==> src/blzd_pkg.sv <==
// ----------------------------------------------------------------------------
// blzd_pkg
// Types, command and status bundles and code tables for the backward
// lz bitstream depacker.
// ----------------------------------------------------------------------------
package blzd_pkg;

    localparam int POS_W = 24;
    localparam int CFG_W = 24;

    typedef struct packed {
        logic       start_req;
        logic       has_byte;
        logic [7:0] packed_byte;
    } t_in;

    typedef struct packed {
        logic              out_valid;
        logic [7:0]        out_byte;
        logic [POS_W-1:0]  out_position;
        logic              byte_taken;
        logic              finished;
        logic              error_flag;
    } t_out;

    typedef enum logic [2:0] {
        FLD_NONE,
        FLD_LIT0,
        FLD_LITNEXT,
        FLD_LEN,
        FLD_OFF,
        FLD_OFF2
    } t_fld;

    typedef struct packed {
        logic accept;
        logic start;
        logic prime;
        logic take_bit;
        logic shift_acc;
        t_fld fld;
        logic pstep_clr;
        logic pstep_inc;
        logic set_litrun;
        logic set_lenrun;
        logic set_dist;
        logic ram_rd;
        logic emit_lit;
        logic emit_ram;
        logic finish;
        logic done_f;
        logic err_f;
    } t_cmd;

    typedef struct packed {
        logic       bit_ok;
        logic       bit_val;
        logic       avail;
        logic       field_done;
        logic       lit_match;
        logic [2:0] pstep;
        logic       run_is2;
        logic       run_last;
        logic       lit_over;
        logic       ref_err;
        logic       rem_zero;
    } t_stat;

    // literal length groups
    function automatic logic [3:0] f_lit_width(input logic [2:0] i);
        case (i)
            3'd0:    f_lit_width = 4'd1;
            3'd1:    f_lit_width = 4'd2;
            3'd2:    f_lit_width = 4'd2;
            3'd3:    f_lit_width = 4'd3;
            3'd4:    f_lit_width = 4'd8;
            3'd5:    f_lit_width = 4'd15;
            default: f_lit_width = 4'd0;
        endcase
    endfunction

    function automatic logic [15:0] f_lit_ones(input logic [2:0] i);
        case (i)
            3'd0:    f_lit_ones = 16'h0001;
            3'd1:    f_lit_ones = 16'h0003;
            3'd2:    f_lit_ones = 16'h0003;
            3'd3:    f_lit_ones = 16'h0007;
            3'd4:    f_lit_ones = 16'h00ff;
            3'd5:    f_lit_ones = 16'h7fff;
            default: f_lit_ones = 16'h0000;
        endcase
    endfunction

    function automatic logic [8:0] f_lit_add(input logic [2:0] i);
        case (i)
            3'd0:    f_lit_add = 9'd1;
            3'd1:    f_lit_add = 9'd2;
            3'd2:    f_lit_add = 9'd5;
            3'd3:    f_lit_add = 9'd8;
            3'd4:    f_lit_add = 9'd15;
            default: f_lit_add = 9'd270;
        endcase
    endfunction

    function automatic logic [3:0] f_len_width(input logic [2:0] i);
        case (i)
            3'd2:    f_len_width = 4'd1;
            3'd3:    f_len_width = 4'd2;
            3'd4:    f_len_width = 4'd10;
            default: f_len_width = 4'd0;
        endcase
    endfunction

    function automatic logic [3:0] f_len_add(input logic [2:0] i);
        case (i)
            3'd0:    f_len_add = 4'd2;
            3'd1:    f_len_add = 4'd3;
            3'd2:    f_len_add = 4'd4;
            3'd3:    f_len_add = 4'd6;
            default: f_len_add = 4'd10;
        endcase
    endfunction

    // distance forms: 0..2 long, 3 and 4 for length two
    function automatic logic [3:0] f_off_width(input logic [2:0] i);
        case (i)
            3'd0:    f_off_width = 4'd8;
            3'd1:    f_off_width = 4'd5;
            3'd2:    f_off_width = 4'd12;
            3'd3:    f_off_width = 4'd6;
            default: f_off_width = 4'd9;
        endcase
    endfunction

    function automatic logic [8:0] f_off_base(input logic [2:0] i);
        case (i)
            3'd0:    f_off_base = 9'd32;
            3'd1:    f_off_base = 9'd0;
            3'd2:    f_off_base = 9'd288;
            3'd3:    f_off_base = 9'd0;
            default: f_off_base = 9'd64;
        endcase
    endfunction

endpackage

==> src/blzd_ctrl.sv <==
// ----------------------------------------------------------------------------
// blzd_ctrl
// Controller: decode phase sequencing and request handshakes.
// ----------------------------------------------------------------------------
module blzd_ctrl
    import blzd_pkg::*;
(
    input  logic  i_clk,
    input  logic  i_rst_n,
    input  logic  i_in_valid,
    input  t_in   i_in,
    output logic  o_in_stall,
    output logic  o_out_valid,
    input  logic  i_out_stall,
    input  t_stat i_stat,
    output t_cmd  o_cmd
);

    localparam logic [3:0] PH_IDLE     = 4'd0;
    localparam logic [3:0] PH_PRIME    = 4'd1;
    localparam logic [3:0] PH_PICK     = 4'd2;
    localparam logic [3:0] PH_LITLEN   = 4'd3;
    localparam logic [3:0] PH_LITCOPY  = 4'd4;
    localparam logic [3:0] PH_CHECK    = 4'd5;
    localparam logic [3:0] PH_REFPRE   = 4'd6;
    localparam logic [3:0] PH_REFFIELD = 4'd7;
    localparam logic [3:0] PH_OFFSEL   = 4'd8;
    localparam logic [3:0] PH_OFFFIELD = 4'd9;
    localparam logic [3:0] PH_REFCOPY  = 4'd10;
    localparam logic [3:0] PH_DONE     = 4'd11;
    localparam logic [3:0] PH_ERROR    = 4'd12;
    localparam logic [3:0] PH_REFRD    = 4'd13;

    logic [3:0] r_phase, n_phase;
    logic       r_busy, n_busy, r_ovalid, n_ovalid;
    logic       accept, end_item;

    assign o_in_stall  = r_busy;
    assign o_out_valid = r_ovalid;
    assign accept      = i_in_valid & ~o_in_stall;

    always_comb begin
        n_phase  = r_phase;
        o_cmd    = '0;
        end_item = 1'b0;
        if (accept) begin
            o_cmd.accept = 1'b1;
            if (i_in.start_req) begin
                o_cmd.start = 1'b1;
                n_phase     = PH_PRIME;
            end
        end else if (r_busy && !(r_ovalid && i_out_stall)) begin
            // decoding holds while the last result is still stalled
            case (r_phase)
                PH_PRIME: begin
                    if (i_stat.avail) begin
                        o_cmd.prime = 1'b1;
                        n_phase     = PH_PICK;
                    end
                    end_item = 1'b1;
                end
                PH_PICK: begin
                    if (!i_stat.bit_ok) begin
                        end_item = 1'b1;
                    end else begin
                        o_cmd.take_bit = 1'b1;
                        if (i_stat.bit_val) begin
                            o_cmd.fld = FLD_LIT0;
                            n_phase   = PH_LITLEN;
                        end else begin
                            n_phase = PH_CHECK;
                        end
                    end
                end
                PH_LITLEN, PH_REFFIELD, PH_OFFFIELD: begin
                    if (!i_stat.field_done) begin
                        if (!i_stat.bit_ok) begin
                            end_item = 1'b1;
                        end else begin
                            o_cmd.take_bit  = 1'b1;
                            o_cmd.shift_acc = 1'b1;
                        end
                    end else if (r_phase == PH_LITLEN) begin
                        // an all-ones group other than the last moves on to the next group
                        if (i_stat.lit_match && (i_stat.pstep < 3'd5)) begin
                            o_cmd.fld = FLD_LITNEXT;
                        end else begin
                            o_cmd.set_litrun = 1'b1;
                            n_phase = i_stat.lit_over ? PH_ERROR : PH_LITCOPY;
                        end
                    end else if (r_phase == PH_REFFIELD) begin
                        o_cmd.set_lenrun = 1'b1;
                        n_phase          = PH_OFFSEL;
                    end else begin
                        o_cmd.set_dist = 1'b1;
                        n_phase        = i_stat.ref_err ? PH_ERROR : PH_REFCOPY;
                    end
                end
                PH_LITCOPY: begin
                    if (i_stat.avail) begin
                        o_cmd.emit_lit = 1'b1;
                        if (i_stat.run_last) begin
                            n_phase = PH_CHECK;
                        end
                    end
                    end_item = 1'b1;
                end
                PH_CHECK: begin
                    if (!i_stat.rem_zero) begin
                        o_cmd.pstep_clr = 1'b1;
                        n_phase         = PH_REFPRE;
                    end else begin
                        n_phase = PH_DONE;
                    end
                end
                PH_REFPRE: begin
                    if (i_stat.pstep < 3'd4) begin
                        if (!i_stat.bit_ok) begin
                            end_item = 1'b1;
                        end else begin
                            o_cmd.take_bit = 1'b1;
                            if (i_stat.bit_val) begin
                                o_cmd.pstep_inc = 1'b1;
                            end else begin
                                o_cmd.fld = FLD_LEN;
                                n_phase   = PH_REFFIELD;
                            end
                        end
                    end else begin
                        o_cmd.fld = FLD_LEN;
                        n_phase   = PH_REFFIELD;
                    end
                end
                PH_OFFSEL: begin
                    if (i_stat.run_is2) begin
                        if (!i_stat.bit_ok) begin
                            end_item = 1'b1;
                        end else begin
                            o_cmd.take_bit = 1'b1;
                            o_cmd.fld      = FLD_OFF2;
                            n_phase        = PH_OFFFIELD;
                        end
                    end else if (i_stat.pstep < 3'd2) begin
                        if (!i_stat.bit_ok) begin
                            end_item = 1'b1;
                        end else begin
                            o_cmd.take_bit = 1'b1;
                            if (i_stat.bit_val) begin
                                o_cmd.pstep_inc = 1'b1;
                            end else begin
                                o_cmd.fld = FLD_OFF;
                                n_phase   = PH_OFFFIELD;
                            end
                        end
                    end else begin
                        o_cmd.fld = FLD_OFF;
                        n_phase   = PH_OFFFIELD;
                    end
                end
                PH_REFCOPY: begin
                    o_cmd.ram_rd = 1'b1;
                    n_phase      = PH_REFRD;
                end
                PH_REFRD: begin
                    o_cmd.emit_ram = 1'b1;
                    n_phase        = i_stat.run_last ? PH_PICK : PH_REFCOPY;
                    end_item       = 1'b1;
                end
                default: begin
                    end_item = 1'b1;
                end
            endcase
        end
        o_cmd.finish = end_item;
        o_cmd.done_f = (n_phase == PH_DONE);
        o_cmd.err_f  = (n_phase == PH_ERROR);
    end

    always_comb begin
        n_busy   = r_busy;
        n_ovalid = r_ovalid;
        if (r_ovalid && !i_out_stall) begin
            n_ovalid = 1'b0;
        end
        if (accept) begin
            n_busy = 1'b1;
        end else if (end_item) begin
            n_busy   = 1'b0;
            n_ovalid = 1'b1;
        end
    end

    always_ff @(posedge i_clk) begin
        if (!i_rst_n) begin
            r_phase  <= PH_IDLE;
            r_busy   <= 1'b0;
            r_ovalid <= 1'b0;
        end else begin
            r_phase  <= n_phase;
            r_busy   <= n_busy;
            r_ovalid <= n_ovalid;
        end
    end

endmodule

==> config.mk <==
export PLATFORM = sky130hd
export DESIGN_NAME = blzd_ctrl
export DESIGN_NICKNAME = d
export VERILOG_FILES = /design/src/blzd_pkg.sv /design/src/blzd_ctrl.sv
export SDC_FILE = /design/constraint.sdc
export NUM_CORES = 1
export LEC_CHECK = 0
export BUFFER_PORTS_ARGS = -buffer_cell sky130_fd_sc_hd__buf_2
export CAP_MARGIN = 20
export CORE_MARGIN = 2
export CORE_UTILIZATION = 50
export CTS_BUF_LIST = sky130_fd_sc_hd__clkbuf_8
export DETAILED_ROUTE_END_ITERATION = 6
export MAX_ROUTING_LAYER = met4
export PLACE_DENSITY = 0.87
export RECOVER_POWER = 25
export SLEW_MARGIN = 20
export SYNTH_ARGS = -nofsm -noshare
export SYNTH_HDL_FRONTEND = slang
export SYNTH_SLANG_ARGS = --single-unit
==> constraint.sdc <==
create_clock -name i_clk -period 4.5 [get_ports i_clk]
set_input_delay 0.45 -clock i_clk [delete_from_list [all_inputs] [get_ports i_clk]]
set_output_delay 0.45 -clock i_clk [all_outputs]
set_load 0.01 [all_outputs]
Word level (Yosys, flattened, before mapping) --
Index checks and enable logic that the tools add are counted.
Storage, ports and cells: RAM bits 0, latch bits 0, bits in registers 6, memories kept 0, bits in read-only memories 0
Operators by class: add/sub/neg operators 0, shift operators 0, order comparisons 3, equal/unequal tests 13, bitwise gates (word level) 2, multipliers 0, reductions and logical operators 9, div/mod/pow operators 0, mux-type cells 84
Operator list (count):
- 4-bit two-way mux | 21
- 1-bit two-way mux | 36
- 4-bit one-hot mux with 9 select lines | 1
- 3-bit two-way mux | 11
- 14-bit two-way mux | 2
- 4-bit == test (second input constant) | 6
- 2-bit two-way mux | 9
- 4-bit by 3-bit == test with 1-bit output (second input constant) | 4
- 3-bit one-hot mux with 4 select lines | 1
- 4-bit by 2-bit == test with 1-bit output (second input constant) | 2
- 3-bit < comparator (second input constant) | 2
- 1-bit one-hot mux with 5 select lines | 1
- 4-bit by 1-bit == test with 1-bit output (second input constant) | 1
- 1-bit logical AND | 4
- 1-bit one-hot mux with 4 select lines | 1
- 3-bit by 2-bit < comparator with 1-bit output (second input constant) | 1
- 3-bit OR reduction | 1
- 1-bit logical NOT | 2
- 1-bit one-hot mux with 2 select lines | 1
- 2-bit nonzero test | 1
- 2-bit OR reduction | 1
- 1-bit AND | 1
- 1-bit inverter | 1

Depth between registers and ports, before layout --
depth after elaboration 9, gate-level depth with buffers 8, mapped depth without buffers 6

Least setup slack after synthesis --
OpenSTA, ideal clock, no wires.
path type input-to-output, from in i_out_stall, to out o_cmd[1] (netlist bit), stages on the path 7, setup slack 2298 ps, arrival 1752 ps, path buffers 1, required time 4050 ps, path through nand2_1 > and2_1 > buf_2 > o211ai_2 > o311ai_1 > o21a_1 > nor4b_1
RTL lines:
- start: declaration | line blzd_ctrl.sv:14 | input logic i_out_stall,
- end: declaration | line blzd_ctrl.sv:16 | output t_cmd o_cmd

==> flow_metrics.tcl <==
set metrics [dict create \
    postPlaceCellArea_um2 1080 \
    synth_seq_cells 6 \
    path_class_of_the_lowest_slack_min_delay_path "primary input to register" \
    top_level_ports 48 \
    number_of_buffers_inserted_to_repair_setup_after_cts 0 \
    rsz0062_at_grt "no" \
    yosys_warn_count 0 \
    die-width_um 47.4 \
    hold_viol_final 0 \
    cts.root.buffer_cell "sky130_fd_sc_hd__clkbuf_8" \
    worst-path-max-fanout 21 \
    clock_sink_count 6 \
    drt_pass1_iterations 5 \
    timing.critical_path.from_type "register" \
    use_met3_pct 1.13 \
    synth_area_leaders "sky130_fd_sc_hd__dfxtp_1 13%, sky130_fd_sc_hd__nor2_1 7.6%, sky130_fd_sc_hd__nand2_1 5.6%" \
    tightestPinTransition_ns 0.781 \
    buffer_ports.inserted 38 \
    postSynthCellCount 139 \
    cp.arrival_ns 2.52 \
    p_leak_uw 0.000467 \
    grt_busiest_layer "met2" \
    number_of_design_rule_violations_left_by_the_first_detailed_router_iteration 74 \
    wl_per_cell_um 14.4 \
    wp_data_required_ns 4.05 \
    cts_tree "done" \
    start_util_pct 54.0 \
    postSynth.topFlopCell "sky130_fd_sc_hd__dfxtp_1" \
    grt_max_degree 22 \
    result_of_the_run "finished, final reports clean" \
    seq_area_um2 120 \
    power.switching_fraction_pct 28.6 \
    critPathCaptureType "output port" \
    grt_util_met2_pct 44.9 \
    report.final.slew_viol_count 0 \
    setup_viol 0 \
    postSynth.asyncResetShare_pct 0 \
    part_of_the_yosys_area_used_for_sequential_elements_pct 12.7 \
    post_syn_area_per_cell_um2 6.78 \
    power.combinational.fraction_pct 21.5 \
    fmax_mhz 336 \
    layout_common_cells "33 x sky130_fd_sc_hd__buf_2, 19 x sky130_fd_sc_hd__nor2_1, 14 x sky130_fd_sc_hd__nand2_1, 7 x sky130_fd_sc_hd__o21ai_0, 7 x sky130_fd_sc_hd__a21oi_1" \
    multi_input_gate_area_um2 708 \
    antenna_cell_count 0 \
    power_frac_clock_pct 45.7 \
    ctsLongestPathBuffers 2 \
    intPower_uw 128 \
    drtAntennaViolNets 0 \
    design.core.area_um2 1750 \
    cts_buffers 3 \
    worst_setup_hold_path_clk_slew_ns 0.04 \
    total_switching_power_uw 51.0 \
    post_synth_instance_area_um2 942 \
    placement_rows 15 \
    synth_edf_count 0 \
    clock_insertion_delay_worst_skew_ns 0.23 \
    final.setup_skew_ns 0.00490 \
    synth_largest_type_area_fraction_pct 12.7 \
    via_count 1189 \
    antenna_found_initial 0 \
    yosys.cell_types.count 45 \
    fin_nets 198 \
    post_cts_resized 0 \
    timing.setup.critical_path_class "register to output port" \
    vdd.ir_drop.worst_mv 0.162 \
    worst_slew_margin_rel_pct 47.9 \
    die-height_um 47.4 \
    area_leader_netlist "sky130_fd_sc_hd__dfxtp_1" \
    layout_min_cycle_time_ns 2.97 \
    detailedPlacementHpwl_um 2120 \
    final.period_utilization_pct 66.1 \
    place.gp.congestion 0.936 \
    drive_above_1_share_pct 26.6 \
    layout_commonest_cell "sky130_fd_sc_hd__buf_2" \
    remaining_routing_drc_violations 0 \
    grt_usage_pct 28.4 \
    syn2layout_area_growth_pct 17.5 \
    seq_power_share_pct 32.7 \
    number_of_global_route_vias_before_repair 992 \
    grt_pass1_wl_um 4430 \
    totalNegativeSetupSlack_ns 0 \
    synthesis.nets 166 \
    vias_per_cell 6.13 \
    final_cell_area_um2 1110 \
    grt.overflow.total 0 \
    cts_hold_repair.buffers 0 \
    nFillCells 181 \
    cts-htree-levels 1 \
    max-cap-violations 0 \
    powerDensity_nw_per_um2 161 \
    met1_routing_resource_usage_after_global_routing_pct 37.9 \
    floorplan.die_area_um2 2250 \
    wl_um 2790 \
]
power by group through the flow:
stage	Sequential, µW	Clock [µW]	Combinational (µW)
2_1_floorplan	58.1	0	23.0
3_3_place_gp	58.9	0	37.4
3_5_place_dp	59.0	0	38.7
4_1_cts	58.3	84.2	38.9
5_1_grt	58.7	87.2	42.4
6_report	58.4	81.7	38.5
worst max-delay path, cell delays in order (launching register included):
cell and delay, ns:
sky130_fd_sc_hd__dfxtp_1 0.82, sky130_fd_sc_hd__nand2b_1 0.25, sky130_fd_sc_hd__nor2_2 0.28, sky130_fd_sc_hd__o221ai_1 0.17, sky130_fd_sc_hd__a21oi_1 0.18, sky130_fd_sc_hd__a31oi_1 0.09
sky130_fd_sc_hd__nor4b_1 0.34, sky130_fd_sc_hd__buf_2 0.18
layer usage:
layer,routed length [µm],part of all wire [%],up-vias
met4,14,0.50,0
met3,272,9.7,2
li1,-,-,574
met5,0,0,-
met2,1340,48,77
met1,1160,42,536
metrics by stage:
step / total power (µW) / setup WS [ns] / hold slack, ns / utilization, % / std cells
finish: 179 / 1.53 / 0.488 / 63.4 / 194
global route: 188 / 1.27 / 0.488 / 63.4 / 194
CTS: 181 / 1.54 / 0.483 / 64.1 / 194
detailed placement: 97.8 / 1.80 / 0.512 / 61.7 / 191
global placement: 96.3 / 1.87 / 0.499 / 61.7 / 191
floorplan: 81.1 / 2.30 / 0.523 / - / 139
final timing paths:
| check | startpoint | slack (ns) | depth (start not counted) | endpoint |
|---|---|---|---|---|
| worst min register to register | o_in_stall$_SDFFE_PN0P_ | 0.53 | 2 | o_out_valid$_SDFF_PN0_ |
| worst max register to register | r_phase[2]$_SDFF_PN0_ | 2.16 | 6 | o_in_stall$_SDFFE_PN0P_ |
| worst min-delay path | i_rst_n | 0.49 | 2 | o_in_stall$_SDFFE_PN0P_ |
| worst max-delay path | r_phase[3]$_SDFF_PN0_ | 1.53 | 7 | o_cmd[1] |
sequential cells by signal, indices dropped and copies added (netlist names):
| register | count |
|---|---|
| r_phase | 4 |
| o_out_valid | 1 |
| o_in_stall | 1 |
logic make-up (layout without fill, tap and decap cells):
logic type | Yosys count | count (layout) | share of synthesized area (%)
buffers and inverters | 17 | 47 | 11.6
and+or+nand+nor | 70 | 70 | 39.6
xor gates and xnor gates | 1 | 1 | 0.930
DFF | 6 | 6 | 12.7
AOI/OAI and AO/OA | 45 | 45 | 35.2
cells in the mapped netlist (all sizes together), types with 2 or more instances:
cell / n
o22ai: 3
and3: 4
nor2b: 5
o21a: 2
o311ai: 2
a41oi: 2
nand2: 14
buf: 11
inv: 6
a21oi: 9
and2: 3
and4bb: 2
nand3: 5
a211oi: 6
o221ai: 2
o21ai: 9
nor2: 21
dfxtp: 6
nor3: 5
nor4: 2
nand2b: 6
a31oi: 2
final cells by class:
cell class | count | area share (%)
multi-input combinational | 116 | 64.0
timing repair buffer | 38 | 16.6
sequential | 6 | 10.8
clock buffer | 3 | 3.73
tap | 25 | 2.82
inverter | 6 | 2.03
(Power assumes the default switching activity.)
